File: src/rtl/swts_pkg.sv
`timescale 1ns / 1ps
// ----------------------------------------------------------------------------
// swts_pkg
// Types, codes and constants shared by the stop-and-wait sender modules.
// ----------------------------------------------------------------------------
package swts_pkg;

    localparam int unsigned MAX_PAYLOAD_DEF = 1478;
    localparam int unsigned LEN_W           = 11;

    // Command codes
    localparam logic [2:0] CMD_START   = 3'd0;
    localparam logic [2:0] CMD_DGRAM   = 3'd1;
    localparam logic [2:0] CMD_TIMEOUT = 3'd2;
    localparam logic [2:0] CMD_CHUNK   = 3'd3;
    localparam logic [2:0] CMD_EOF     = 3'd4;

    // PDU type codes
    localparam logic [2:0] T_NONE  = 3'd0;
    localparam logic [2:0] T_HELLO = 3'd1;
    localparam logic [2:0] T_WRQ   = 3'd2;
    localparam logic [2:0] T_DATA  = 3'd3;
    localparam logic [7:0] T_ACK   = 8'd4;
    localparam logic [2:0] T_FIN   = 3'd5;

    // Status codes
    localparam logic [2:0] ST_BUSY     = 3'd0;
    localparam logic [2:0] ST_DONE     = 3'd1;
    localparam logic [2:0] ST_REJECTED = 3'd2;
    localparam logic [2:0] ST_RETRIES  = 3'd3;
    localparam logic [2:0] ST_BAD_LEN  = 3'd4;

    // Configuration register indexes
    localparam logic [1:0] CFG_RETRY_LIMIT = 2'd0;
    localparam logic [1:0] CFG_CRED_LENGTH = 2'd1;
    localparam logic [1:0] CFG_NAME_LENGTH = 2'd2;

    localparam logic [3:0] RETRY_LIMIT_RST = 4'd5;

    // Classified event handed from the front to the back
    typedef struct packed {
        logic [2:0]       cmd;
        logic             from_srv;
        logic             rx_short;   // shorter than a header
        logic             rx_long;    // header plus payload
        logic             not_ack;
        logic             seq_hi;     // upper seq bits nonzero
        logic             seq_lsb;
        logic [LEN_W-1:0] chunk_len;  // already saturated
    } evt_t;

endpackage

File: src/rtl/swts_front.sv
`timescale 1ns / 1ps
// ----------------------------------------------------------------------------
// swts_front
// Accepts input transactions and classifies them into compact events.
// ----------------------------------------------------------------------------
module swts_front #(
    parameter int unsigned MAX_PAYLOAD = swts_pkg::MAX_PAYLOAD_DEF
) (
    input  logic                       s_valid,
    output logic                       s_ready,
    input  logic [2:0]                 s_cmd,
    input  logic [7:0]                 s_rx_type,
    input  logic [7:0]                 s_rx_seq,
    input  logic [10:0]                s_rx_len,
    input  logic                       s_rx_from_server,
    input  logic [10:0]                s_chunk_len,
    input  logic                       q_full,
    output logic                       q_push,
    output swts_pkg::evt_t             q_evt
);

    localparam logic [10:0] MAX_LEN = 11'(MAX_PAYLOAD);

    assign s_ready = !q_full;
    assign q_push  = s_valid && !q_full;

    always_comb begin
        q_evt.cmd       = s_cmd;
        q_evt.from_srv  = s_rx_from_server;
        q_evt.rx_short  = (s_rx_len < 11'd2);
        q_evt.rx_long   = (s_rx_len > 11'd2);
        q_evt.not_ack   = (s_rx_type != swts_pkg::T_ACK);
        q_evt.seq_hi    = |s_rx_seq[7:1];
        q_evt.seq_lsb   = s_rx_seq[0];
        // clamp oversized chunks
        q_evt.chunk_len = (s_chunk_len > MAX_LEN) ? MAX_LEN : s_chunk_len;
    end

endmodule

File: src/rtl/swts_queue.sv
`timescale 1ns / 1ps
// ----------------------------------------------------------------------------
// swts_queue
// Two-entry event queue between the front and the back.
// ----------------------------------------------------------------------------
module swts_queue (
    input  logic           aclk,
    input  logic           aresetn,
    input  logic           push,
    input  swts_pkg::evt_t push_evt,
    output logic           full,
    input  logic           pop,
    output logic           not_empty,
    output swts_pkg::evt_t head_evt
);

    swts_pkg::evt_t entry_reg [2];
    logic       wr_ptr_reg, wr_ptr_next;
    logic       rd_ptr_reg, rd_ptr_next;
    logic [1:0] count_reg, count_next;

    assign full      = (count_reg == 2'd2);
    assign not_empty = (count_reg != 2'd0);
    assign head_evt  = entry_reg[rd_ptr_reg];

    always_comb begin
        wr_ptr_next = wr_ptr_reg ^ push;
        rd_ptr_next = rd_ptr_reg ^ pop;
        count_next  = count_reg + {1'b0, push} - {1'b0, pop};
    end

    always_ff @(posedge aclk) begin
        if (!aresetn) begin
            wr_ptr_reg <= 1'b0;
            rd_ptr_reg <= 1'b0;
            count_reg  <= 2'd0;
        end else begin
            wr_ptr_reg <= wr_ptr_next;
            rd_ptr_reg <= rd_ptr_next;
            count_reg  <= count_next;
        end
    end

    always_ff @(posedge aclk) begin
        if (push) begin
            entry_reg[wr_ptr_reg] <= push_evt;
        end
    end

endmodule

File: src/rtl/swts_back.sv
`timescale 1ns / 1ps
// ----------------------------------------------------------------------------
// swts_back
// Transfer state machine: executes queued events and registers the result.
// ----------------------------------------------------------------------------
module swts_back #(
    parameter int unsigned MAX_PAYLOAD = swts_pkg::MAX_PAYLOAD_DEF
) (
    input  logic           aclk,
    input  logic           aresetn,
    input  logic           cfg_wr_en,
    input  logic [1:0]     cfg_index,
    input  logic [10:0]    cfg_data,
    input  logic           q_not_empty,
    input  swts_pkg::evt_t q_evt,
    output logic           q_pop,
    output logic           m_valid,
    input  logic           m_ready,
    output logic           m_tx_valid,
    output logic [2:0]     m_tx_type,
    output logic           m_tx_seq,
    output logic [10:0]    m_tx_len,
    output logic           m_want_chunk,
    output logic [3:0]     m_attempt,
    output logic [2:0]     m_status
);

    localparam logic [10:0] MAX_LEN = 11'(MAX_PAYLOAD);

    localparam logic [2:0] PH_IDLE  = 3'd0;
    localparam logic [2:0] PH_HELLO = 3'd1;
    localparam logic [2:0] PH_WRQ   = 3'd2;
    localparam logic [2:0] PH_NEED  = 3'd3;
    localparam logic [2:0] PH_DATA  = 3'd4;
    localparam logic [2:0] PH_FIN   = 3'd5;

    logic [3:0]  retry_limit_reg;
    logic [10:0] cred_length_reg;
    logic [3:0]  name_length_reg;

    logic [2:0]  phase_reg, phase_next;
    logic        send_seq_reg, send_seq_next;
    logic [3:0]  retry_count_reg, retry_count_next;
    logic [2:0]  pending_type_reg, pending_type_next;
    logic [10:0] pending_len_reg, pending_len_next;
    logic        data_sent_reg, data_sent_next;
    logic        eof_seen_reg, eof_seen_next;

    logic        out_valid_reg;
    logic        tx_valid_reg, tx_next;
    logic [2:0]  tx_type_reg;
    logic        tx_seq_reg;
    logic [10:0] tx_len_reg;
    logic        want_chunk_reg;
    logic [3:0]  attempt_reg;
    logic [2:0]  status_reg, status_next;

    logic        waiting;
    logic [3:0]  retry_inc;
    logic [3:0]  retry_lim;
    logic        retry_out;
    logic [10:0] name_plus1;
    logic        name_bad;

    assign q_pop = q_not_empty && (!out_valid_reg || m_ready);

    always_comb begin
        waiting    = (phase_reg == PH_HELLO) || (phase_reg == PH_WRQ) ||
                     (phase_reg == PH_DATA)  || (phase_reg == PH_FIN);
        retry_inc  = (retry_count_reg == 4'd15) ? retry_count_reg : retry_count_reg + 4'd1;
        retry_lim  = (retry_limit_reg == 4'd0) ? 4'd1 : retry_limit_reg;
        retry_out  = (retry_inc >= retry_lim);
        name_plus1 = {7'd0, name_length_reg} + 11'd1;
        name_bad   = (name_length_reg < 4'd4) || (name_length_reg > 4'd10);
    end

    always_comb begin
        phase_next        = phase_reg;
        send_seq_next     = send_seq_reg;
        retry_count_next  = retry_count_reg;
        pending_type_next = pending_type_reg;
        pending_len_next  = pending_len_reg;
        data_sent_next    = data_sent_reg;
        eof_seen_next     = eof_seen_reg;
        tx_next           = 1'b0;
        status_next       = swts_pkg::ST_BUSY;

        if (q_evt.cmd == swts_pkg::CMD_START && phase_reg == PH_IDLE) begin
            if (cred_length_reg == 11'd0 || cred_length_reg > MAX_LEN) begin
                status_next = swts_pkg::ST_BAD_LEN;
            end else begin
                send_seq_next     = 1'b0;
                data_sent_next    = 1'b0;
                eof_seen_next     = 1'b0;
                pending_type_next = swts_pkg::T_HELLO;
                pending_len_next  = cred_length_reg;
                retry_count_next  = 4'd0;
                phase_next        = PH_HELLO;
                tx_next           = 1'b1;
            end
        end else if ((q_evt.cmd == swts_pkg::CMD_TIMEOUT && waiting) ||
                     (q_evt.cmd == swts_pkg::CMD_DGRAM && waiting && q_evt.from_srv &&
                      (q_evt.rx_short || q_evt.not_ack))) begin
            // count a retry, give up at the limit
            retry_count_next = retry_inc;
            if (retry_out) begin
                status_next = swts_pkg::ST_RETRIES;
                phase_next  = PH_IDLE;
            end else begin
                tx_next = 1'b1;
            end
        end else if (q_evt.cmd == swts_pkg::CMD_DGRAM && waiting) begin
            if (!q_evt.from_srv || q_evt.seq_hi || (q_evt.seq_lsb != send_seq_reg)) begin
                tx_next = 1'b1;   // resend, no retry counted
            end else if (q_evt.rx_long) begin
                status_next = swts_pkg::ST_REJECTED;
                phase_next  = PH_IDLE;
            end else begin
                retry_count_next = 4'd0;
                unique case (phase_reg)
                    PH_HELLO: begin
                        if (name_bad) begin
                            status_next = swts_pkg::ST_BAD_LEN;
                            phase_next  = PH_IDLE;
                        end else begin
                            send_seq_next     = 1'b1;
                            pending_type_next = swts_pkg::T_WRQ;
                            pending_len_next  = name_plus1;
                            phase_next        = PH_WRQ;
                            tx_next           = 1'b1;
                        end
                    end
                    PH_WRQ: begin
                        send_seq_next = 1'b0;
                        phase_next    = PH_NEED;
                    end
                    PH_DATA: begin
                        data_sent_next = 1'b1;
                        send_seq_next  = !send_seq_reg;
                        if (eof_seen_reg) begin
                            pending_type_next = swts_pkg::T_FIN;
                            pending_len_next  = name_plus1;
                            phase_next        = PH_FIN;
                            tx_next           = 1'b1;
                        end else begin
                            phase_next = PH_NEED;
                        end
                    end
                    default: begin
                        status_next = swts_pkg::ST_DONE;
                        phase_next  = PH_IDLE;
                    end
                endcase
            end
        end else if (q_evt.cmd == swts_pkg::CMD_CHUNK && phase_reg == PH_NEED) begin
            if (q_evt.chunk_len != 11'd0) begin
                pending_type_next = swts_pkg::T_DATA;
                pending_len_next  = q_evt.chunk_len;
                retry_count_next  = 4'd0;
                phase_next        = PH_DATA;
                tx_next           = 1'b1;
            end
        end else if (q_evt.cmd == swts_pkg::CMD_EOF && phase_reg == PH_NEED) begin
            eof_seen_next    = 1'b1;
            retry_count_next = 4'd0;
            tx_next          = 1'b1;
            if (!data_sent_reg) begin
                // empty file: one empty DATA
                pending_type_next = swts_pkg::T_DATA;
                pending_len_next  = 11'd0;
                phase_next        = PH_DATA;
            end else begin
                pending_type_next = swts_pkg::T_FIN;
                pending_len_next  = name_plus1;
                phase_next        = PH_FIN;
            end
        end
    end

    always_ff @(posedge aclk) begin
        if (!aresetn) begin
            retry_limit_reg <= swts_pkg::RETRY_LIMIT_RST;
            cred_length_reg <= 11'd0;
            name_length_reg <= 4'd0;
        end else if (cfg_wr_en) begin
            unique case (cfg_index)
                swts_pkg::CFG_RETRY_LIMIT: retry_limit_reg <= cfg_data[3:0];
                swts_pkg::CFG_CRED_LENGTH: cred_length_reg <= cfg_data;
                swts_pkg::CFG_NAME_LENGTH: name_length_reg <= cfg_data[3:0];
                default: ;
            endcase
        end
    end

    always_ff @(posedge aclk) begin
        if (!aresetn) begin
            phase_reg        <= PH_IDLE;
            send_seq_reg     <= 1'b0;
            retry_count_reg  <= 4'd0;
            pending_type_reg <= swts_pkg::T_NONE;
            pending_len_reg  <= 11'd0;
            data_sent_reg    <= 1'b0;
            eof_seen_reg     <= 1'b0;
            out_valid_reg    <= 1'b0;
        end else begin
            if (q_pop) begin
                phase_reg        <= phase_next;
                send_seq_reg     <= send_seq_next;
                retry_count_reg  <= retry_count_next;
                pending_type_reg <= pending_type_next;
                pending_len_reg  <= pending_len_next;
                data_sent_reg    <= data_sent_next;
                eof_seen_reg     <= eof_seen_next;
                out_valid_reg    <= 1'b1;
            end else if (m_ready) begin
                out_valid_reg <= 1'b0;
            end
        end
    end

    // result payload, loaded with each executed event
    always_ff @(posedge aclk) begin
        if (q_pop) begin
            tx_valid_reg   <= tx_next;
            tx_type_reg    <= tx_next ? pending_type_next : swts_pkg::T_NONE;
            tx_seq_reg     <= tx_next && send_seq_next;
            tx_len_reg     <= tx_next ? pending_len_next : 11'd0;
            want_chunk_reg <= (phase_next == PH_NEED);
            attempt_reg    <= retry_count_next;
            status_reg     <= status_next;
        end
    end

    assign m_valid      = out_valid_reg;
    assign m_tx_valid   = tx_valid_reg;
    assign m_tx_type    = tx_type_reg;
    assign m_tx_seq     = tx_seq_reg;
    assign m_tx_len     = tx_len_reg;
    assign m_want_chunk = want_chunk_reg;
    assign m_attempt    = attempt_reg;
    assign m_status     = status_reg;

endmodule

File: src/rtl/stop_and_wait_transfer_sender_core.sv
`timescale 1ns / 1ps
// ----------------------------------------------------------------------------
// stop_and_wait_transfer_sender_core
// Alternating-bit stop-and-wait sender: decides which PDU header to send.
// ----------------------------------------------------------------------------
// Usage:
//   s_* channel carries events (start, datagram, timeout, chunk, end of file)
//   with the received header fields; m_* channel returns one result per event:
//   the PDU header to send (if any), the chunk request flag, retry count and
//   status. cfg_wr_en/cfg_index/cfg_data write retry_limit, cred_length and
//   name_length; write them only while no transaction is outstanding.
// Timing:
//   An accepted event waits in the queue, is executed once it is at the head
//   and the result register is free or being read, and its result is registered.
//   One event per cycle sustained while m_ready stays high.
// Reset (aresetn low, synchronous): idle phase, empty event queue, no result
//   pending, registers back to their defaults (retry_limit 5).
// Stall: when m_ready is low the result holds; the two-entry queue keeps
//   taking events until it fills, then s_ready drops.
// ----------------------------------------------------------------------------
module stop_and_wait_transfer_sender_core #(
    parameter int unsigned MAX_PAYLOAD = swts_pkg::MAX_PAYLOAD_DEF
) (
    input  logic        aclk,
    input  logic        aresetn,
    input  logic        cfg_wr_en,
    input  logic [1:0]  cfg_index,
    input  logic [10:0] cfg_data,
    input  logic        s_valid,
    output logic        s_ready,
    input  logic [2:0]  s_cmd,
    input  logic [7:0]  s_rx_type,
    input  logic [7:0]  s_rx_seq,
    input  logic [10:0] s_rx_len,
    input  logic        s_rx_from_server,
    input  logic [10:0] s_chunk_len,
    output logic        m_valid,
    input  logic        m_ready,
    output logic        m_tx_valid,
    output logic [2:0]  m_tx_type,
    output logic        m_tx_seq,
    output logic [10:0] m_tx_len,
    output logic        m_want_chunk,
    output logic [3:0]  m_attempt,
    output logic [2:0]  m_status
);

    logic           q_full;
    logic           q_push;
    logic           q_pop;
    logic           q_not_empty;
    swts_pkg::evt_t push_evt;
    swts_pkg::evt_t head_evt;

    swts_front #(
        .MAX_PAYLOAD(MAX_PAYLOAD)
    ) u_front (
        .s_valid         (s_valid),
        .s_ready         (s_ready),
        .s_cmd           (s_cmd),
        .s_rx_type       (s_rx_type),
        .s_rx_seq        (s_rx_seq),
        .s_rx_len        (s_rx_len),
        .s_rx_from_server(s_rx_from_server),
        .s_chunk_len     (s_chunk_len),
        .q_full          (q_full),
        .q_push          (q_push),
        .q_evt           (push_evt)
    );

    swts_queue u_queue (
        .aclk     (aclk),
        .aresetn  (aresetn),
        .push     (q_push),
        .push_evt (push_evt),
        .full     (q_full),
        .pop      (q_pop),
        .not_empty(q_not_empty),
        .head_evt (head_evt)
    );

    swts_back #(
        .MAX_PAYLOAD(MAX_PAYLOAD)
    ) u_back (
        .aclk        (aclk),
        .aresetn     (aresetn),
        .cfg_wr_en   (cfg_wr_en),
        .cfg_index   (cfg_index),
        .cfg_data    (cfg_data),
        .q_not_empty (q_not_empty),
        .q_evt       (head_evt),
        .q_pop       (q_pop),
        .m_valid     (m_valid),
        .m_ready     (m_ready),
        .m_tx_valid  (m_tx_valid),
        .m_tx_type   (m_tx_type),
        .m_tx_seq    (m_tx_seq),
        .m_tx_len    (m_tx_len),
        .m_want_chunk(m_want_chunk),
        .m_attempt   (m_attempt),
        .m_status    (m_status)
    );

endmodule

File: config.mk
export PLATFORM = sky130hd
export DESIGN_NAME = stop_and_wait_transfer_sender_core
export DESIGN_NICKNAME = d
export VERILOG_FILES = /design/src/rtl/swts_pkg.sv /design/src/rtl/swts_front.sv /design/src/rtl/swts_queue.sv /design/src/rtl/swts_back.sv /design/src/rtl/stop_and_wait_transfer_sender_core.sv
export SDC_FILE = /design/constraint.sdc
export NUM_CORES = 1
export LEC_CHECK = 0
export ABC_AREA = 1
export BUFFER_PORTS_ARGS = -buffer_cell sky130_fd_sc_hd__buf_2
export CORE_ASPECT_RATIO = 0.9
export CORE_MARGIN = 1
export CORE_UTILIZATION = 53
export CTS_BUF_LIST = sky130_fd_sc_hd__clkbuf_4
export CTS_CLUSTER_DIAMETER = 150
export DETAILED_ROUTE_END_ITERATION = 16
export PLACE_DENSITY = 0.76
export SYNTH_ARGS = -nofsm -noshare
export SYNTH_HDL_FRONTEND = slang
export SYNTH_SLANG_ARGS = --single-unit
File: constraint.sdc
create_clock -name aclk -period 2.8 [get_ports aclk]
set_clock_uncertainty 0.1 [all_clocks]
set_input_delay 0 -clock aclk [delete_from_list [all_inputs] [get_ports aclk]]
set_output_delay 0 -clock aclk [all_outputs]
set_load 0.005 [all_outputs]
==> impl_results.md, run 1 <==
- Status: finished clean
- Routed len/inst: 15.4 um
- Max reg flops: 40
- Fin crit share: 0.969
- HPWL after DPL: 11,200 um
- Worst setup SP type: primary input
- Async set-reset flop share out of synthesis: 0
- Vias post-DR: 5,775
- Hold Crit Class: in -> reg
- Crit Path Class: in -> reg
- Initial antenna violation count: 0
- Drt drc: 0
- Post-CTS Setup Bufs: 0
- Die area: 0.0115 mm2
- Die X: 113 um
- Critical path buffers and inverters: 6
- Synth cell count leaders: 199 x nand2_1, 107 x inv_1, 90 x nor2_1
- Syn. warnings: 0
- Final Wtd Congestion: 0.938
- Yosys reg bits: 113
- Critical path depth in cells: 9
- Num CTS Buffers: 17
- P_leak: 3.50 nW
- Syn Inst Count: 767
- Largest net degree at the start of global routing: 28
- Worst path most repeated cell: dlygate4sd3_1
- Final hold violations: 0
- Die height: 102 um
- Final wirelength: 16,600 um
- Slowest CP cell: dlygate4sd3_1
- Crit-path cells: dlygate4sd3_1, buf_2, nor3_2, dlygate4sd3_1, inv_1, nor2_1, dlygate4sd3_1, nor2_1, dlygate4sd3_1
- Iteration-0 DRC count of the detailed router: 424
- H-tree Lvls: 4
- Top cells by area, synth: edfxtp_1 33%, dfxtp_1 17%, nand2_1 13%, inv_1 6.8%, nor2_1 5.7%
- Mapped Area: 0.00589 mm2
- Area occupied by multi-input gates: 0.00250 mm2
- CTS clk-pin slew, worst paths: 0.09 ns
- Layout area overhead: 26.6%
- Sink count of the clock tree: 113
- Crit-path leading delay family: buffers and inverters
- Filler cells: 884
- Final hold slack: 0.0911 ns
- Max-Cap Viols: 0
- Crit path time final: 2.71 ns
- Req. time, crit path: 3.13 ns
- Synth Flop Type: edfxtp_1
- I/O pin count: 86
- Worst skew pair latency: 0.55 ns
- PD cells: 830 mW/mm2
- Reg2Reg Depth: 17
- Register area share after synthesis: 0.492
- Maximum VDD drop: 0.000759 V
- Vias per cell: 5.37
- Synth Area per Inst: 7.69 um2
- Critical Path End Type: flip-flop
- Gr ovfl total: 0
- FP Rows: 36
- Root buf cell: clkbuf_4
- DRT Pass-1 Iters: 5
- CP peak stage delay: 0.65 ns
- Worst-Margin Slew: 0.837 ns
- Post-Synthesis Net Count: 837
- Launch point of the critical path: cfg_index[0]
- Post-synth EDFFs: 64
- RSZ-0062 raised after global routing: false
- Max Fclk: 369 MHz
- CP Max Fanout: 6
- Total Nets Final: 998
- RR Endpoint: u_back.m_tx_len[10]
- Vias in the first global route: 5,602
- Final Max Tran Viols: 0
- Overall routing resource usage: 0.300
- Final setup viols: 0
- Share of cells above drive strength 1: 0.180
- Core box area: 0.0108 mm2
- Post-Layout Inst Area: 0.00746 mm2
- CTS tree: yes
- Worst path arrival time: 3.05 ns
- Post-route ant nets: 0
- Top-count cell post-synth: nand2_1
- Seq. cell area: 0.00291 mm2
- Yosys top cell area share: 0.326
- Max clock buf depth: 2
- Dpl cell area: 0.00650 mm2
- Global-route wire length before repair: 26,300 um
- FF-to-FF Start: u_back.retry_count_reg[0]
- Buffers on Ports: 85
- Crit path to: u_back.name_length_reg[1]
- Post-synthesis cell type count: 39
- Max-Slew Margin vs Limit: 0.442
- Initial Util: 0.545
- Area leader, netlist: edfxtp_1
- R2R setup slack: 0.14 ns
[cell usage in the layout, fill, tap and decap left out, types with 5 or more instances in the layout]
cell,synthesis,layout
nor4_1,8,8
nor2_1,90,89
or2_2,5,5
nand2_2,3,7
inv_1,107,107
nor3_1,11,10
nand3_1,42,41
buf_2,7,85
o211ai_1,5,5
ha_1,10,10
dlygate4sd3_1,0,63
nand4_1,8,8
o21ai_1,8,9
dfxtp_1,49,47
o21ai_0,50,48
a21oi_1,50,48
nand2_1,199,195
clkbuf_4,0,23
edfxtp_1,64,64
buf_4,2,14
inv_2,8,9
[per-stage QoR]
stage	TNS [ns]	worst slack [ns]	utilization	total power (W)	std cells
after floorplan	0	0.0288	-	0.00405	767
after global placement	0	0.146	0.602	0.00474	979
after detailed placement	-0.217	-0.0239	0.602	0.00481	979
after CTS	0	0.0256	0.687	0.00614	1074
after global routing	0	0.00296	0.690	0.00663	1074
final	0	0.0870	0.690	0.00619	1075
[worst min-delay path by stage]
stage / startpoint / endpoint / slack [ns] / cells after the start
2_1_floorplan: s_rx_seq[0] / u_queue.entry_reg[0][11] / -0.001 / 0
3_3_place_gp: s_cmd[2] / u_queue.entry_reg[1][19] / 0.09 / 1
3_5_place_dp: s_rx_seq[0] / u_queue.entry_reg[0][11] / 0.09 / 1
4_1_cts: s_rx_from_server / u_queue.entry_reg[1][16] / 0.04 / 2
5_1_grt: s_cmd[2] / u_queue.entry_reg[0][19] / 0.05 / 2
6_report: s_rx_seq[0] / u_queue.entry_reg[0][11] / 0.09 / 2
[power by group]
part / total [W] / switching, W / internal (W)
combinational: 0.00252 / 0.00169 / 0.000834
clock: 0.00126 / 0.000593 / 0.000666
sequential: 0.00241 / 0.000185 / 0.00223
[per-layer routing]
layer,global-route usage,part of all wire
met1,0.353,0.43
met2,0.525,0.49
met3,0.0783,0.060
met4,0.126,0.024
met5,0,0
[cell families (layout without fill, tap and decap cells)]
kind of cell	Yosys count	after routing	share of synthesized area
xor gates and xnor gates	4	4	0.00594
AOI/OAI and AO/OA	128	128	0.119
DFF	113	113	0.492
other	0	1	0
buffers and inverters	135	309	0.0900
and+or+nand+nor	377	377	0.271
adders and majority gates	10	10	0.0212
[cell type report]
| cell class | count | area share |
|---|---|---|
| flip-flops and latches | 113 | 0.390 |
| diodes | 1 | 0.000335 |
| inverters | 115 | 0.0579 |
| repair buffers | 162 | 0.156 |
| well taps | 133 | 0.0223 |
| clock inverters | 9 | 0.0156 |
| multi-input cells | 519 | 0.335 |
| clock buffers | 23 | 0.0231 |
[repair_timing]
| action | in CTS | in global routing |
|---|---|---|
| resized for setup | 3 | 11 |
| pin swaps | 0 | 2 |
| endpoints found under the hold margin | 68 | 0 |
| hold buffers | 63 | 0 |
| setup endpoints to repair | 15 | 21 |
(Power assumes the default switching activity.)
==> inputs of run 2 (changes only) <==
--- a/config.mk
+++ b/config.mk
@@ -6,14 +6,15 @@
 export NUM_CORES = 1
 export LEC_CHECK = 0
 export ABC_AREA = 1
-export BUFFER_PORTS_ARGS = -buffer_cell sky130_fd_sc_hd__buf_2
-export CORE_ASPECT_RATIO = 0.9
+export BUFFER_PORTS_ARGS = -buffer_cell sky130_fd_sc_hd__buf_4
+export CORE_ASPECT_RATIO = 0.6
 export CORE_MARGIN = 1
 export CORE_UTILIZATION = 53
 export CTS_BUF_LIST = sky130_fd_sc_hd__clkbuf_4
 export CTS_CLUSTER_DIAMETER = 150
 export DETAILED_ROUTE_END_ITERATION = 16
 export PLACE_DENSITY = 0.76
+export SETUP_SLACK_MARGIN = 0.15
 export SYNTH_ARGS = -nofsm -noshare
 export SYNTH_HDL_FRONTEND = slang
 export SYNTH_SLANG_ARGS = --single-unit
==> impl_results.md, run 2 (synthesis results as in run 1) <==
- FP Rows: 29
- Core box area: 0.0107 mm2
- CP Max Fanout: 4
- Iteration-0 DRC count of the detailed router: 730
- Vias per cell: 5.51
- Final hold slack: 0.0295 ns
- Clock group share of total power: 0.220
- Seq pwr share: 0.347
- Final Wtd Congestion: 0.961
- Failing checks: design-rule violations
- Post-route total power: 0.00708 W
- Grt met3 use: 0.0878
- Total Nets Final: 1,011
- Die height: 83.7 um
- Worst path most repeated cell: nand2_2
- Drt drc: 7
- Crit-path leading delay family: simple AND/OR/NAND/NOR gates
- I/O pin count: 86
- Maximum VDD drop: 0.000690 V
- Slowest CP cell: dfxtp_2
- Sink count of the clock tree: 113
- Gr ovfl total: 0
- Final wirelength: 17,700 um
- Routed len/inst: 16.2 um
- Fin crit share: 0.934
- Max clock buf depth: 2
- Final Max Tran Viols: 0
- Critical Path End Type: flip-flop
- Int Pwr: 0.00430 W
- P_leak: 3.69 nW
- Vias in the first global route: 5,839
- Buffers on Ports: 85
- Vias post-DR: 6,027
- Post-Layout Inst Area: 0.00797 mm2
- Worst skew pair latency: 0.53 ns
- GR Layer Usage met1: 0.432
- Most frequent cells in the layout: 193 x nand2_1, 113 x buf_4, 105 x inv_1
- Root buf cell: clkbuf_4
- Initial Util: 0.551
- Global-route wire length before repair: 28,400 um
- HPWL after DPL: 12,200 um
- Final hold violations: 0
- CTS tree: yes
- Max-Slew Margin vs Limit: 0.432
- Req. time, crit path: 3.11 ns
- CP peak stage delay: 0.38 ns
- Placed cells: 992
- Hold Crit Class: in -> reg
- Max Fclk: 382 MHz
- Non-filler instance count after layout: 1,093
- Status: complete, but fails checks
- Post-route ant nets: 0
- DRT Pass-1 Iters: 11
- Worst path arrival time: 2.92 ns
- Max-Cap Viols: 0
- CTS clk-pin slew, worst paths: 0.11 ns
- Num CTS Buffers: 17
- Logic pwr share: 0.433
- Setup tns final: 0 ns
- Crit Path Class: reg -> reg
- RSZ-0062 raised after global routing: true
- Met2 usage: 0.497
- Overall routing resource usage: 0.316
- Worst setup SP type: flip-flop
- GRT Max-Usage Layer: met2
- Max reg flops: 40
- Switching Share: 0.393
- Initial antenna violation count: 0
- Commonest non-fill, non-tap cell in the layout: nand2_1
- N_diodes: 0
- Crit-path cells: ha_4, nand2_4, inv_4, nand2_4, nand2_2, o21ai_2, ha_1, inv_1, nor2_1, o211ai_1, nand3_1, nand2_2, nand2_2, a21oi_2, nor2_2, buf_4, or2_1, inv_1
- Share of cells above drive strength 1: 0.218
- Net Sw Power: 0.00278 W
- Layout area overhead: 35.2%
- Die area: 0.0116 mm2
- Crit path time final: 2.62 ns
- Worst-Margin Slew: 0.850 ns
- H-tree Lvls: 4
- Dpl cell area: 0.00678 mm2
- Die X: 138 um
- Largest net degree at the start of global routing: 29
- Critical path buffers and inverters: 4
- Final setup viols: 0
- PD cells: 888 mW/mm2
## run 2: cell count changes in the layout (fill, tap and decap cells not counted), sizes merged
cell,before,now
dlygate4sd3,63,58
clkbuf,23,21
buf,99,117
bufinv,3,6
diode,1,0
clkinv,5,4
clkinvlp,0,1
inv,116,115
## run 2: per-layer routing
metal | vias up | wire, um
li1 | 2859 | -
met3 | 30 | 1820
met4 | 0 | 245
met5 | - | 0
met1 | 2803 | 7770
met2 | 335 | 7870
## run 2: worst paths after layout
path / depth (start not counted) / to / slack, ns / from
worst max-delay path: 18 / u_back.m_tx_type[1] / 0.18 / u_back.retry_count_reg[1]
worst min-delay path: 4 / u_queue.wr_ptr_reg / 0.03 / s_valid
worst max register to register: 18 / u_back.m_tx_type[1] / 0.18 / u_back.retry_count_reg[1]
worst min register to register: 2 / u_back.pending_len_reg[3] / 0.40 / u_back.pending_len_reg[3]
## run 2: what timing repair did
item,CTS,global route
setup endpoints to repair,17,23
hold buffers,59,0
hold endpoints to repair,67,0
pin swaps,3,17
resized for setup,13,42
cloned,1,0
buffers inserted,5,5
## run 2: area by class of cell
type	instances	area (um2)
Clock inverter	11	210
Clock buffer	21	158
Tap cell	139	174
Sequential cell	113	2910
Fill cell	796	2730
Timing Repair Buffer	175	1480
Multi-Input combinational cell	519	2600
Inverter	115	439
## run 2: power by group through the flow
stage | Combinational, W | Sequential [W] | Clock (W)
4_1_cts | 0.00278 | 0.00243 | 0.00156
5_1_grt | 0.00335 | 0.00249 | 0.00165
2_1_floorplan | 0.00161 | 0.00243 | 0
3_5_place_dp | 0.00255 | 0.00246 | 0
6_report | 0.00306 | 0.00246 | 0.00156
3_3_place_gp | 0.00249 | 0.00245 | 0
## run 2: tightest hold or removal path, stage by stage
cell and delay (ns):
buf_4 0.11, a21boi_0 0.17, ha_1 0.30, nor2_1 0.04
## run 2: metrics by stage
step,utilization,worst slack [ns]
CTS,0.729,0.173
detailed placement,0.633,0.00161
floorplan,-,0.393
global placement,0.633,0.221
global route,0.745,0.0620
finish,0.745,0.184
